File: src/sv/blob_centroid_tracker_macros.svh
// assertion macros for the blob centroid tracker
// used by blob_centroid_tracker.sv; expects clk_i and rst_ni in scope
`ifndef BLOB_CENTROID_TRACKER_MACROS_SVH
`define BLOB_CENTROID_TRACKER_MACROS_SVH

`ifndef SYNTH
// check that is switched off while reset is asserted
`define BCT_ASSERT(lbl, prop) \
  lbl: assert property (@(posedge clk_i) disable iff (!rst_ni) prop) \
    else $error("blob centroid tracker check failed");
// check that holds through reset as well
`define BCT_ASSERT_ALWAYS(lbl, prop) \
  lbl: assert property (@(posedge clk_i) prop) \
    else $error("blob centroid tracker check failed");
`else
`define BCT_ASSERT(lbl, prop)
`define BCT_ASSERT_ALWAYS(lbl, prop)
`endif

`endif

File: src/sv/bct_pkg.sv
// shared types and constants of the blob centroid tracker
// no dependencies; imported by blob_centroid_tracker
package bct_pkg;

  localparam int MAX_WIDTH  = 1024;
  localparam int MAX_HEIGHT = 1024;

  localparam int POS_W  = $clog2(MAX_WIDTH > MAX_HEIGHT ? MAX_WIDTH : MAX_HEIGHT);
  localparam int WID_W  = 11;                 // image_width register
  localparam int COEF_W = 17;                 // smoothing_coeff register
  localparam int CFG_W  = 17;                 // widest register
  localparam int SUM_W  = 40;
  localparam int CNT_W  = 21;
  localparam int FRAC_W = 16;
  localparam int AVG_W  = CNT_W + FRAC_W;     // Q21.16
  localparam int CEN_W  = 10;
  localparam int PCT_W  = 13;
  localparam int ALU_W  = AVG_W + COEF_W + 2; // product plus headroom
  localparam int STEP_W = $clog2(SUM_W);
  localparam int IN_TDATA_W  = 8;
  localparam int OUT_TDATA_W = 40;

  localparam logic [COEF_W-1:0] Q16_ONE  = COEF_W'(1) << FRAC_W;
  localparam logic [CEN_W-1:0]  CEN_MAX  = '1;
  localparam logic [PCT_W-1:0]  PCT_MAX  = '1;
  localparam logic [PCT_W-1:0]  PCT_BIAS = PCT_W'(2);

  localparam logic [WID_W-1:0]  WIDTH_RESET = WID_W'(640);
  localparam logic [COEF_W-1:0] COEF_RESET  = COEF_W'(16384);

  // register indexes of the configuration port
  typedef enum logic {
    REG_IMAGE_WIDTH = 1'b0,
    REG_SMOOTH_COEF = 1'b1
  } cfg_reg_e;

  typedef enum logic [2:0] {
    ST_IDLE,
    ST_DIVX,
    ST_DIVY,
    ST_DELTA,
    ST_NEG,
    ST_MUL,
    ST_UPD,
    ST_DONE
  } state_e;

endpackage

File: src/sv/blob_centroid_tracker.sv
// blob centroid tracker: centroid and smoothed size of a binary mask stream
// depends on bct_pkg and blob_centroid_tracker_macros.svh

// The block takes a thresholded mask one pixel per item in raster order
// (s_axis_tdata[0] = pixel set, s_axis_tlast = last pixel of the frame) and
// gives one result item per frame: the centroid column and row (sum of the
// set-pixel positions over a count that starts at 1, truncated and clamped to
// 1023) and a size figure, floor(average / 2^24) + 2 clamped to 8191, where
// the average is an exponential moving average of the count in Q21.16 with
// the Q16 weight smoothing_coeff. A pixel that is not a frame end leaves the
// block idle, so a frame streams at one pixel per clock. A frame-end item
// keeps s_axis_tready low while a single 56-bit add/subtract unit does the
// frame-end arithmetic: two 40-step restoring divisions, a difference state
// and, when the average is falling, a negate state to form the magnitude of
// the average error, a 17-step shift-add multiply by the weight, one update
// step and a final state that loads the output register. That final state
// waits as long as the previous result is still unread, so a stalled receiver
// stalls the input too. The result sits in an output register, so the next
// frame can start while it waits to be taken. Configuration is written
// through cfg_we_i / cfg_addr_i / cfg_data_i; an image_width of 0 acts as 1,
// above 1024 as 1024, and a weight above 65536 acts as 1.0.
`include "blob_centroid_tracker_macros.svh"

module blob_centroid_tracker
  import bct_pkg::*;
(
  input  logic                   clk_i,
  input  logic                   rst_ni,
  // configuration write port
  input  logic                   cfg_we_i,
  input  logic                   cfg_addr_i,
  input  logic [CFG_W-1:0]       cfg_data_i,
  // mask pixel stream
  input  logic                   s_axis_tvalid,
  output logic                   s_axis_tready,
  input  logic [IN_TDATA_W-1:0]  s_axis_tdata,  // [0] pixel_set, rest zero
  input  logic                   s_axis_tlast,  // frame_end
  // result stream
  output logic                   m_axis_tvalid,
  input  logic                   m_axis_tready,
  output logic [OUT_TDATA_W-1:0] m_axis_tdata   // [9:0] centroid_col, [19:10] centroid_row,
                                                // [32:20] size_percent, rest zero
);

  // control and frame state
  state_e              state_q, state_d;
  logic [WID_W-1:0]    width_q;
  logic [COEF_W-1:0]   coeff_q;
  logic [POS_W-1:0]    col_q, col_d;
  logic [POS_W-1:0]    row_q, row_d;
  logic [SUM_W-1:0]    sum_x_q, sum_x_d;
  logic [SUM_W-1:0]    sum_y_q, sum_y_d;
  logic [CNT_W-1:0]    count_q, count_d;
  logic [AVG_W-1:0]    avg_q, avg_d;
  logic [STEP_W-1:0]   cnt_q, cnt_d;
  logic                out_valid_q, out_valid_d;

  // working registers of the shared unit
  logic [CNT_W-1:0]    rem_q, rem_d;
  logic [CEN_W-1:0]    quo_q, quo_d;
  logic                ovf_q, ovf_d;
  logic [CEN_W-1:0]    res_x_q, res_x_d;
  logic [CEN_W-1:0]    res_y_q, res_y_d;
  logic                neg_q, neg_d;
  logic [AVG_W-1:0]    mag_q, mag_d;
  logic [ALU_W-1:0]    acc_q, acc_d;

  // result register
  logic [CEN_W-1:0]    out_cx_q, out_cx_d;
  logic [CEN_W-1:0]    out_cy_q, out_cy_d;
  logic [PCT_W-1:0]    out_pct_q, out_pct_d;

  // shared add/subtract unit, the top bit is the borrow of a subtract
  logic [ALU_W-1:0]    alu_a, alu_b;
  logic                alu_sub;
  logic [ALU_W:0]      alu_res;

  logic                in_acc, out_acc, pix_set;
  logic [WID_W-1:0]    eff_width;
  logic [COEF_W-1:0]   eff_coeff;
  logic [POS_W:0]      col_inc;
  logic [SUM_W:0]      sum_x_add, sum_y_add;
  logic [CNT_W:0]      count_add;
  logic                div_msb;
  logic [CNT_W:0]      rem_sh;
  logic                q_bit;
  logic [CEN_W-1:0]    q_next;
  logic                ovf_next;
  logic [CEN_W-1:0]    q_final;
  logic [AVG_W-1:0]    target;
  logic [PCT_W:0]      pct_sum;

  assign in_acc  = s_axis_tvalid && s_axis_tready;
  assign out_acc = out_valid_q && m_axis_tready;
  assign pix_set = s_axis_tdata[0];

  assign s_axis_tready = (state_q == ST_IDLE);
  assign m_axis_tvalid = out_valid_q;
  assign m_axis_tdata  = {(OUT_TDATA_W-CEN_W-CEN_W-PCT_W)'(0), out_pct_q, out_cy_q, out_cx_q};

  // out-of-range register values
  always_comb begin
    priority if (width_q == '0) begin
      eff_width = WID_W'(1);
    end else if (width_q > WID_W'(MAX_WIDTH)) begin
      eff_width = WID_W'(MAX_WIDTH);
    end else begin
      eff_width = width_q;
    end
  end

  assign eff_coeff = coeff_q[FRAC_W] ? Q16_ONE : coeff_q;

  assign alu_res = {1'b0, alu_a} + (alu_sub ? -{1'b0, alu_b} : {1'b0, alu_b});

  assign col_inc   = {1'b0, col_q} + (POS_W+1)'(1);
  assign sum_x_add = {1'b0, sum_x_q} + (SUM_W+1)'(col_q);
  assign sum_y_add = {1'b0, sum_y_q} + (SUM_W+1)'(row_q);
  assign count_add = {1'b0, count_q} + (CNT_W+1)'(1);

  // divider step: bring down the next dividend bit, keep the quotient low bits
  assign div_msb  = (state_q == ST_DIVX) ? sum_x_q[SUM_W-1] : sum_y_q[SUM_W-1];
  assign rem_sh   = {rem_q, div_msb};
  assign q_bit    = !alu_res[ALU_W];
  assign q_next   = {quo_q[CEN_W-2:0], q_bit};
  assign ovf_next = ovf_q | quo_q[CEN_W-1];
  assign q_final  = ovf_next ? CEN_MAX : q_next;

  assign target  = {count_q, FRAC_W'(0)};
  assign pct_sum = {1'b0, avg_q[AVG_W-1:AVG_W-PCT_W]} + (PCT_W+1)'(PCT_BIAS);

  always_comb begin
    state_d     = state_q;
    col_d       = col_q;
    row_d       = row_q;
    sum_x_d     = sum_x_q;
    sum_y_d     = sum_y_q;
    count_d     = count_q;
    avg_d       = avg_q;
    cnt_d       = cnt_q;
    rem_d       = rem_q;
    quo_d       = quo_q;
    ovf_d       = ovf_q;
    res_x_d     = res_x_q;
    res_y_d     = res_y_q;
    neg_d       = neg_q;
    mag_d       = mag_q;
    acc_d       = acc_q;
    out_cx_d    = out_cx_q;
    out_cy_d    = out_cy_q;
    out_pct_d   = out_pct_q;
    out_valid_d = out_valid_q && !out_acc;
    alu_a       = '0;
    alu_b       = '0;
    alu_sub     = 1'b0;

    unique case (state_q)
      ST_IDLE: begin
        if (in_acc) begin
          // accumulate, saturating
          if (pix_set) begin
            sum_x_d = sum_x_add[SUM_W] ? '1 : sum_x_add[SUM_W-1:0];
            sum_y_d = sum_y_add[SUM_W] ? '1 : sum_y_add[SUM_W-1:0];
            count_d = count_add[CNT_W] ? '1 : count_add[CNT_W-1:0];
          end
          if (s_axis_tlast) begin
            state_d = ST_DIVX;
            rem_d   = '0;
            quo_d   = '0;
            ovf_d   = 1'b0;
            cnt_d   = STEP_W'(SUM_W - 1);
          end else if (col_inc >= (POS_W+1)'(eff_width)) begin
            col_d = '0;
            if (row_q < POS_W'(MAX_HEIGHT - 1)) begin
              row_d = row_q + POS_W'(1);
            end
          end else begin
            col_d = col_inc[POS_W-1:0];
          end
        end
      end

      ST_DIVX, ST_DIVY: begin
        alu_a   = ALU_W'(rem_sh);
        alu_b   = ALU_W'(count_q);
        alu_sub = 1'b1;
        rem_d   = q_bit ? alu_res[CNT_W-1:0] : rem_sh[CNT_W-1:0];
        quo_d   = q_next;
        ovf_d   = ovf_next;
        cnt_d   = cnt_q - STEP_W'(1);
        if (state_q == ST_DIVX) begin
          sum_x_d = {sum_x_q[SUM_W-2:0], 1'b0};
        end else begin
          sum_y_d = {sum_y_q[SUM_W-2:0], 1'b0};
        end
        if (cnt_q == '0) begin
          rem_d = '0;
          quo_d = '0;
          ovf_d = 1'b0;
          if (state_q == ST_DIVX) begin
            res_x_d = q_final;
            cnt_d   = STEP_W'(SUM_W - 1);
            state_d = ST_DIVY;
          end else begin
            res_y_d = q_final;
            state_d = ST_DELTA;
          end
        end
      end

      // error of the average, sign first
      ST_DELTA: begin
        alu_a   = ALU_W'(target);
        alu_b   = ALU_W'(avg_q);
        alu_sub = 1'b1;
        neg_d   = alu_res[ALU_W];
        mag_d   = alu_res[AVG_W-1:0];
        acc_d   = '0;
        cnt_d   = STEP_W'(COEF_W - 1);
        state_d = alu_res[ALU_W] ? ST_NEG : ST_MUL;
      end

      ST_NEG: begin
        alu_a   = ALU_W'(avg_q);
        alu_b   = ALU_W'(target);
        alu_sub = 1'b1;
        mag_d   = alu_res[AVG_W-1:0];
        state_d = ST_MUL;
      end

      // magnitude times weight, weight bits from the top
      ST_MUL: begin
        alu_a   = {acc_q[ALU_W-2:0], 1'b0};
        alu_b   = eff_coeff[cnt_q[$clog2(COEF_W)-1:0]] ? ALU_W'(mag_q) : '0;
        acc_d   = alu_res[ALU_W-1:0];
        cnt_d   = cnt_q - STEP_W'(1);
        if (cnt_q == '0) begin
          state_d = ST_UPD;
        end
      end

      // step is truncated toward zero: magnitude shifted, sign applied here
      ST_UPD: begin
        alu_a   = ALU_W'(avg_q);
        alu_b   = ALU_W'(acc_q[ALU_W-1:FRAC_W]);
        alu_sub = neg_q;
        avg_d   = (neg_q && alu_res[ALU_W]) ? '0 : alu_res[AVG_W-1:0];
        state_d = ST_DONE;
      end

      ST_DONE: begin
        if (!out_valid_q || m_axis_tready) begin
          out_cx_d    = res_x_q;
          out_cy_d    = res_y_q;
          out_pct_d   = pct_sum[PCT_W] ? PCT_MAX : pct_sum[PCT_W-1:0];
          out_valid_d = 1'b1;
          col_d       = '0;
          row_d       = '0;
          sum_x_d     = '0;
          sum_y_d     = '0;
          count_d     = CNT_W'(1);
          state_d     = ST_IDLE;
        end
      end

      default: begin
        state_d = ST_IDLE;
      end
    endcase
  end

  // control state, configuration and frame accumulators
  always_ff @(posedge clk_i or negedge rst_ni) begin
    if (!rst_ni) begin
      state_q     <= ST_IDLE;
      width_q     <= WIDTH_RESET;
      coeff_q     <= COEF_RESET;
      col_q       <= '0;
      row_q       <= '0;
      sum_x_q     <= '0;
      sum_y_q     <= '0;
      count_q     <= CNT_W'(1);
      avg_q       <= '0;
      cnt_q       <= '0;
      out_valid_q <= 1'b0;
    end else begin
      state_q     <= state_d;
      col_q       <= col_d;
      row_q       <= row_d;
      sum_x_q     <= sum_x_d;
      sum_y_q     <= sum_y_d;
      count_q     <= count_d;
      avg_q       <= avg_d;
      cnt_q       <= cnt_d;
      out_valid_q <= out_valid_d;
      if (cfg_we_i) begin
        unique case (cfg_reg_e'(cfg_addr_i))
          REG_IMAGE_WIDTH: width_q <= cfg_data_i[WID_W-1:0];
          REG_SMOOTH_COEF: coeff_q <= cfg_data_i[COEF_W-1:0];
          default: ;
        endcase
      end
    end
  end

  // working and result registers
  always_ff @(posedge clk_i) begin
    rem_q     <= rem_d;
    quo_q     <= quo_d;
    ovf_q     <= ovf_d;
    res_x_q   <= res_x_d;
    res_y_q   <= res_y_d;
    neg_q     <= neg_d;
    mag_q     <= mag_d;
    acc_q     <= acc_d;
    out_cx_q  <= out_cx_d;
    out_cy_q  <= out_cy_d;
    out_pct_q <= out_pct_d;
  end

  // the divisor never reaches zero, also across reset
  `BCT_ASSERT_ALWAYS(a_count_nonzero, (!rst_ni || (count_q != '0)))

  // a frame end starts the first division
  `BCT_ASSERT(a_frame_end_divides, (in_acc && s_axis_tlast) |=> (state_q == ST_DIVX))

  // partial remainder stays below the divisor
  `BCT_ASSERT(a_rem_below_count,
    ((state_q == ST_DIVX) || (state_q == ST_DIVY)) |-> (rem_q < count_q))

  // handing over a result clears the frame position
  `BCT_ASSERT(a_done_clears,
    ((state_q == ST_DONE) && (!out_valid_q || m_axis_tready)) |=>
      (m_axis_tvalid && (col_q == '0) && (row_q == '0) && (count_q == CNT_W'(1))))

endmodule

File: config.mk
export PLATFORM = sky130hd
export DESIGN_NAME = blob_centroid_tracker
export DESIGN_NICKNAME = d
export VERILOG_FILES = /design/src/sv/bct_pkg.sv /design/src/sv/blob_centroid_tracker.sv
export VERILOG_INCLUDE_DIRS = /design/src /design/src/sv
export SDC_FILE = /design/constraint.sdc
export NUM_CORES = 1
export LEC_CHECK = 0
export ABC_AREA = 1
export CAP_MARGIN = 20
export CORE_AREA = 2 2 318 320
export DETAILED_ROUTE_END_ITERATION = 6
export DIE_AREA = 0 0 320 322
export DONT_BUFFER_PORTS = 1
export GPL_TIMING_DRIVEN = 1
export HOLD_SLACK_MARGIN = 0.06
export SYNTH_ARGS = -nofsm -noshare
export SYNTH_HDL_FRONTEND = slang
export SYNTH_SLANG_ARGS = --single-unit
File: constraint.sdc
create_clock -name clk_i -period 4.8 [get_ports clk_i]
set_clock_uncertainty 0.15 [all_clocks]
set_input_delay 0.72 -clock clk_i [delete_from_list [all_inputs] [get_ports clk_i]]
set_output_delay 0.72 -clock clk_i [all_outputs]
set_load 0.02 [all_outputs]
* After elaboration in Yosys (flattened, before gate mapping)
Index checks and enable logic that the tools add are counted.
** Cells by class
- Magnitude comparators :: 4
- Mux-type cells :: 68
- Reduce and logical (&&, ||, !) cells :: 33
- Equality and inequality tests :: 18
- Add/subtract/negate cells :: 9
- Bitwise gates (word level) :: 3
** Operators by type and width (number)
- $mux 40 :: 9
- $pmux 40 s3 :: 2
- $pmux 56 s4 :: 1
- $pmux 40 s5 :: 1
- $mux 21 :: 8
- $mux 10 :: 12
- $pmux 56 s2 :: 1
- $pmux 21 s2 :: 2
- $add 40x10->41 :: 2
- $mux 37 :: 2
- $pmux 10 s2 :: 3
- $add 56x57->57 :: 1
- $mux 57 :: 1
- $neg 56->57 :: 1
- $mux 6 :: 4
- $pmux 6 s4 :: 1
- $add 21x1->22 const B :: 1
- $mux 11 :: 2
- $pmux 3 s7 :: 1
- $mux 17 :: 1
- $mux 3 :: 5
- $reduce_and 5->1 :: 3
- $add 13x2->14 const B :: 1
- $eq 3x3->1 const B :: 4
- other kinds (31) :: 66
** Storage, ports and cells
- Output and inout bits :: 42
- Register bits after elaboration :: 375
- Word-level logic and storage cells :: 157
- Input bits :: 32

* Depth between registers and ports, before layout
- Depth in word-level cells :: 11
- Gate-level depth with buffers :: 40
- Depth with buffers taken out :: 38

* Worst setup path after synthesis
No wires, ideal clock.
- Path kind :: register to register
- Start :: register state_q[0]
- End :: register rem_q[1] (data pin)
- Required time :: 4398 ps
- Slack :: 167 ps
- Library setup time :: 252 ps
- Period minus slack after synthesis :: 4633 ps
- Data arrival time :: 4231 ps
- Stages on the path, launching flop included :: 31
- Buffers on the path :: 3
- Cells stage by stage :: dfrtp_1 -> inv_2 -> nor2_1 -> inv_2 -> nor2_2 -> buf_2 -> buf_2 -> nand3_1 -> nand4_1 -> inv_1 -> ha_1 -> nand3_4 -> nor2_8 -> nand2_1 -> nand2_1 -> xnor2_1 -> ha_1 -> nand2_1 -> nor2_1 -> nand2_1 -> o211ai_1 -> a21oi_1 -> o21ai_0 -> nand4_1 -> nand3_1 -> inv_1 -> nand2_4 -> buf_2 -> nand3_1 -> nand2_1 -> nor2_2
** Between the ends
- Cells in the longest elaborated chain, start to end :: 9
- Elaborated cells on any way between the ends :: 20
- Classes of those cells :: 2 x add/sub; 6 x eq/ne; 8 x mux; 4 x reduce/logical
** RTL lines
- start, declared :: line blob_centroid_tracker.sv:46 : state_e state_q, state_d;
- start signal, assigned :: line blob_centroid_tracker.sv:287 : state_q <= state_d;
- $eq 3x1->1 or $eq 3x2->1 (tied branches) :: line blob_centroid_tracker.sv:122, blob_centroid_tracker.sv:157
- $reduce_or 2->1 :: line blob_centroid_tracker.sv:157 : unique case (state_q)
- $pmux 40 s5 :: line blob_centroid_tracker.sv:157
- $neg 56->57 :: line blob_centroid_tracker.sv:114 : assign alu_res = {1'b0, alu_a} + (alu_sub ? -{1'b0, alu_b} : {1'b0, alu_b});
- $mux 57 :: line blob_centroid_tracker.sv:114
- $add 56x57->57 :: line blob_centroid_tracker.sv:114
- $mux 21 :: line blob_centroid_tracker.sv:187 : rem_d = q_bit ? alu_res[CNT_W-1:0] : rem_sh[CNT_W-1:0];
- $mux 21 :: line blob_centroid_tracker.sv:196 : if (cnt_q == '0) begin
- $pmux 21 s2 * :: line blob_centroid_tracker.sv:157
- end signal, assigned :: line blob_centroid_tracker.sv:308 : rem_q <= rem_d;
- end, declared :: line blob_centroid_tracker.sv:59 : logic [CNT_W-1:0] rem_q, rem_d;
Every way passes the cells marked *; elsewhere a longest branch is shown, timed or not.
A chain may end at the register's enable or synchronous reset.

* Worst setup path in the final report
- Start :: register cnt_q[0]
- End :: register avg_q[0]
** Between the ends
- Cells in the longest elaborated chain, start to end :: 9
** RTL lines
- start, declared :: line blob_centroid_tracker.sv:55 : logic [STEP_W-1:0] cnt_q, cnt_d;
- start signal, assigned :: line blob_centroid_tracker.sv:294 : cnt_q <= cnt_d;
- $bmux 1 s5 * :: line blob_centroid_tracker.sv:234 : alu_b = eff_coeff[cnt_q[$clog2(COEF_W)-1:0]] ? ALU_W'(mag_q) : '0;
- $mux 1 (implied by the code) * :: line blob_centroid_tracker.sv:234
- $mux 37 * :: line blob_centroid_tracker.sv:234
- $pmux 40 s5 * :: line blob_centroid_tracker.sv:157
- $neg 56->57 :: line blob_centroid_tracker.sv:114
- $mux 57 * :: line blob_centroid_tracker.sv:114
- $add 56x57->57 * :: line blob_centroid_tracker.sv:114
- net alu_res[56] :: line blob_centroid_tracker.sv:76 : logic [ALU_W:0] alu_res;
- $logic_and 1x1->1 * :: line blob_centroid_tracker.sv:247 : avg_d = (neg_q && alu_res[ALU_W]) ? '0 : alu_res[AVG_W-1:0];
- $mux 37 * :: line blob_centroid_tracker.sv:247
- end signal, assigned :: line blob_centroid_tracker.sv:293 : avg_q <= avg_d;
- end, declared :: line blob_centroid_tracker.sv:54 : logic [AVG_W-1:0] avg_q, avg_d;
The timed path passes the listed nets; every way through them passes the cells marked *. The select of a mux whose other input is x is not followed.

==> metrics list <==
- The flow ran to the end, but the final reports show violations.
- The checks that failed: hold timing, setup timing.
* Area grow syn2layout: 36.4%
* Antenna violations before repair: 2
- Routing layer with the top usage in global route: met2
* Final critical-path required period: roughly 5.1 ns
* Largest net degree at the start of global routing: around 200
- Final period utilization: 107%
- Counting distinct cell types in the post-synthesis netlist gives 67.
- For the worst setup path, the data arrival time is 5.50 ns.
- The via count of the first global-routing pass was 24.7k.
- Counting flops and latches in the post-synthesis netlist gives about 380.
- First DRT Iteration DRCs: roughly 2.3k
- Final Max Slew Viols: 0
- Path type of the worst min-delay path: input port to async pin
- The worst setup path is captured at a register.
- The critical path is of the register to register type.
- The largest individual stage delay along the critical path comes from the cell sky130_fd_sc_hd__dfrtp_1.
- Relative slew margins: between 20 and 30%
- Fraction of the core area covered by cells at the end of the flow: between 30% and 40%
* Worst-path maximum fanout: 6
- The region available for standard cell placement spans between 0.09 and 0.1 mm².
* CTS tree: done
- Global routing used 16.9% of the available tracks.
- Die outline width: 320 µm
- After synthesis, flip-flops and latches occupy 40.0% of the total area.
- Hold Slack: -0.378 ns
- GRT met1 Usage: 22.2%
- Final count of negative-setup-slack endpoints: 106
* Async set-or-reset flop fraction in the synthesized netlist: 52.3%
* Number of hold buffers added after CTS: 6
* Per-cell via count in the routed design: 4.85
- Later-pin clock latency in the skew report: roughly 0.67 ns
- Aggregate routed wire length: 89.2 mm
- During synthesis, Yosys emitted a total of 0 warnings.
* Row cnt: ~120
- Endpoint of the worst register-to-register path: avg_q[0]$_DFFE_PN0N_
- Post-synthesis instance area: 0.0257 mm²
* Routed via count: 25.7k
- In the final routed layout, each cell accounts on average for 16.9 µm.
- Worst slew pin tran: 1.07 ns
* Dpl ws: -0.772 ns
- Required @ worst endpoint: approximately 5.2 ns
- Detailed placement ended at an HPWL of about 64 mm.
- Origin of the critical flop-to-flop path: cnt_q[0]$_DFFE_PN0P_
* Die area: 0.103 mm²
- After layout, the worst setup slack is -0.346 ns.
- Counting along the longest clock path gives a buffer depth of 3.
- Htree depth: 2
- In the global route stage, met2 resource usage came out at 28.3%.
- Element type at the critical path start: register
- Number of nets still failing antenna checks after routing: 0
- Global routing used under 10% of the available met3 tracks.
- IO Count: 74
- Detailed-router iteration count before antenna repair: 6
- GRT overflow: 0
- The number of hold-slack violations in the final timing report came to 196.
* Final #Nets: about 4.1k
- Unrepaired setup endpoints after global routing: true
- Among all flip-flop cells after synthesis, the most frequent one is sky130_fd_sc_hd__dfrtp_1.
- The floorplan step set the die height to 322 µm.
- Gate count after technology mapping: 3423
* Clock-pin transition on the worst setup and hold timing paths: about 0.07 ns
- The post-route netlist has between 20% and 30% of its cells at a drive strength greater than 1.
- Gpl congestion: approximately 0.92
- The number of cells on the worst reg-to-reg path is 35.
- R2r setup slk: -0.35 ns
- Across the run, the number of max-cap violations was 0.
* Number of synthesized flops with an enable pin: around 180
* Highest cell delay on the worst timing path: between 0.3 and 0.4 ns
* Sinks on the clock net: 375
- Clock buffers created by TritonCTS: 47
* Post-synthesis average cell area: 7.50 µm²
* Count of input and output buffers: 0
- Number of remaining DRC errors: 0
* Fillers: 10.3k
- Once the floorplan was initialized, standard cells occupied 25.8% of the core.
* Global-route wire length before repair: 138 mm
* Fmax: between 150 and 200 MHz
- Clock root cell: sky130_fd_sc_hd__clkbuf_16
-- critical path: cells and delay by family, from the launching register on --
family	cells	cell delay, ns
flip-flops	1	0.39
buffers and inverters	8	1.03
AO/OA/AOI/OAI	6	1.08
adder cells (fa/ha/maj)	1	0.32
AND/OR/NAND/NOR	20	1.97
-- Yosys cell counts, types with 66 or more instances --
master / number / share of area, %
sky130_fd_sc_hd__xor2_1: 83 / 2.8
sky130_fd_sc_hd__dfrtp_1: 192 / 19
sky130_fd_sc_hd__a21oi_1: 202 / 3.9
sky130_fd_sc_hd__nand3_1: 177 / 3.4
sky130_fd_sc_hd__nor3_1: 66 / 1.3
sky130_fd_sc_hd__ha_1: 93 / 4.5
sky130_fd_sc_hd__o21ai_0: 230 / 4.5
sky130_fd_sc_hd__edfxtp_1: 179 / 21
sky130_fd_sc_hd__nor2_1: 429 / 6.3
sky130_fd_sc_hd__clkbuf_1: 79 / 1.2
sky130_fd_sc_hd__nand2_1: 733 / 11
sky130_fd_sc_hd__inv_1: 448 / 6.5
-- logic make-up (layout without fill, tap and decap cells) --
group                    Yosys count  after routing  share of synthesized area (%)
AO/OA/AOI/OAI                    671            671                           15.4
XOR/XNOR                         122            122                           4.16
adder cells (fa/ha/maj)           96             96                           4.76
buffers and inverters            585           1149                           9.06
flip-flops                       375            375                           40.0
multiplexers                       2              2                         0.0877
other                              1              8                         0.0146
AND/OR/NAND/NOR                 1571           1574                           26.5
-- layout by cell type (no fill, tap or decap), types with 29 or more instances in the layout --
master	synthesis	layout
sky130_fd_sc_hd__nand3_1	177	149
sky130_fd_sc_hd__nand4_1	38	38
sky130_fd_sc_hd__dfrtp_1	192	192
sky130_fd_sc_hd__xor2_1	83	77
sky130_fd_sc_hd__o21ai_0	230	190
sky130_fd_sc_hd__nand3_2	4	29
sky130_fd_sc_hd__nand2_1	733	645
sky130_fd_sc_hd__nor2_4	10	38
sky130_fd_sc_hd__edfxtp_1	179	179
sky130_fd_sc_hd__clkbuf_16	0	47
sky130_fd_sc_hd__buf_6	11	44
sky130_fd_sc_hd__inv_1	448	418
sky130_fd_sc_hd__o211ai_1	61	61
sky130_fd_sc_hd__nor3_1	66	64
sky130_fd_sc_hd__nor2_2	32	69
sky130_fd_sc_hd__buf_4	9	529
sky130_fd_sc_hd__o21ai_1	13	36
sky130_fd_sc_hd__a21oi_2	0	40
sky130_fd_sc_hd__nand2_2	26	96
sky130_fd_sc_hd__xnor2_1	39	29
sky130_fd_sc_hd__nor2_1	429	364
sky130_fd_sc_hd__inv_2	12	38
sky130_fd_sc_hd__o22ai_1	32	32
sky130_fd_sc_hd__a21oi_1	202	156
sky130_fd_sc_hd__ha_1	93	83
-- layout make-up --
cell class	count	area [µm²]	area share, %
clock buffers	60	1290	3.70
well taps	1298	1620	4.64
inverters	463	1750	5.00
repair buffers	599	4950	14.1
diodes	1	2.50	0.00714
flip-flops and latches	375	10300	29.4
multi-input cells	2472	14800	42.3
clock inverters	27	305	0.871
-- metal layers --
layer | routed length, µm | part of all wire (%)
met5 | 13 | 0.015
met4 | 2960 | 3.3
met3 | 5540 | 6.2
met2 | 42300 | 47
met1 | 38400 | 43
-- timing repair --
action / in CTS / in global routing
hold endpoints to repair: 202 / 196
gates cloned: 8 / 0
pin swaps: 85 / 128
setup buffers: 23 / 31
resized for setup: 207 / 302
endpoints found under the setup margin: 127 / 134
-- worst max-delay path by stage --
stage	start	endpoint	slack [ns]	cells after the start
2_1_floorplan	state_q[0]$_DFFE_PN0P_	rem_q[1]$_SDFFCE_PP0P_	0.17	30
3_3_place_gp	cnt_q[0]$_DFFE_PN0P_	avg_q[36]$_DFFE_PN0N_	-0.65	32
3_5_place_dp	cnt_q[0]$_DFFE_PN0P_	rem_q[19]$_SDFFCE_PP0P_	-0.77	31
4_1_cts	cnt_q[0]$_DFFE_PN0P_	rem_q[7]$_SDFFCE_PP0P_	-0.33	30
5_1_grt	cnt_q[0]$_DFFE_PN0P_	avg_q[16]$_DFFE_PN0N_	-0.57	37
6_report	cnt_q[0]$_DFFE_PN0P_	avg_q[0]$_DFFE_PN0N_	-0.35	35
-- stage by stage --
stage                     hold WS (ns)  TNS (ns)  cell area (µm²)  std cells
after global routing            -0.395    -52.80            35000       5294
after detailed placement         0.256    -68.99            31000       5145
after CTS                       -0.402    -24.48            33700       5269
after floorplan                  0.250         0            25700       3429
after global placement           0.252    -57.42            31000       5144
final                           -0.378    -25.39            35000       5295
-- flip-flops by register name, summed over array words and instances (netlist names), 11 cells and up --
signal     cells
avg_q         37
coeff_q       17
count_q       21
mag_q         37
out_pct_q     13
rem_q         21
sum_x_q       40
width_q       11
acc_q         56
sum_y_q       40
Power is left out: the tool's default activity adds up to more than one toggle a clock period on the data nets, which glitch-free logic cannot reach.
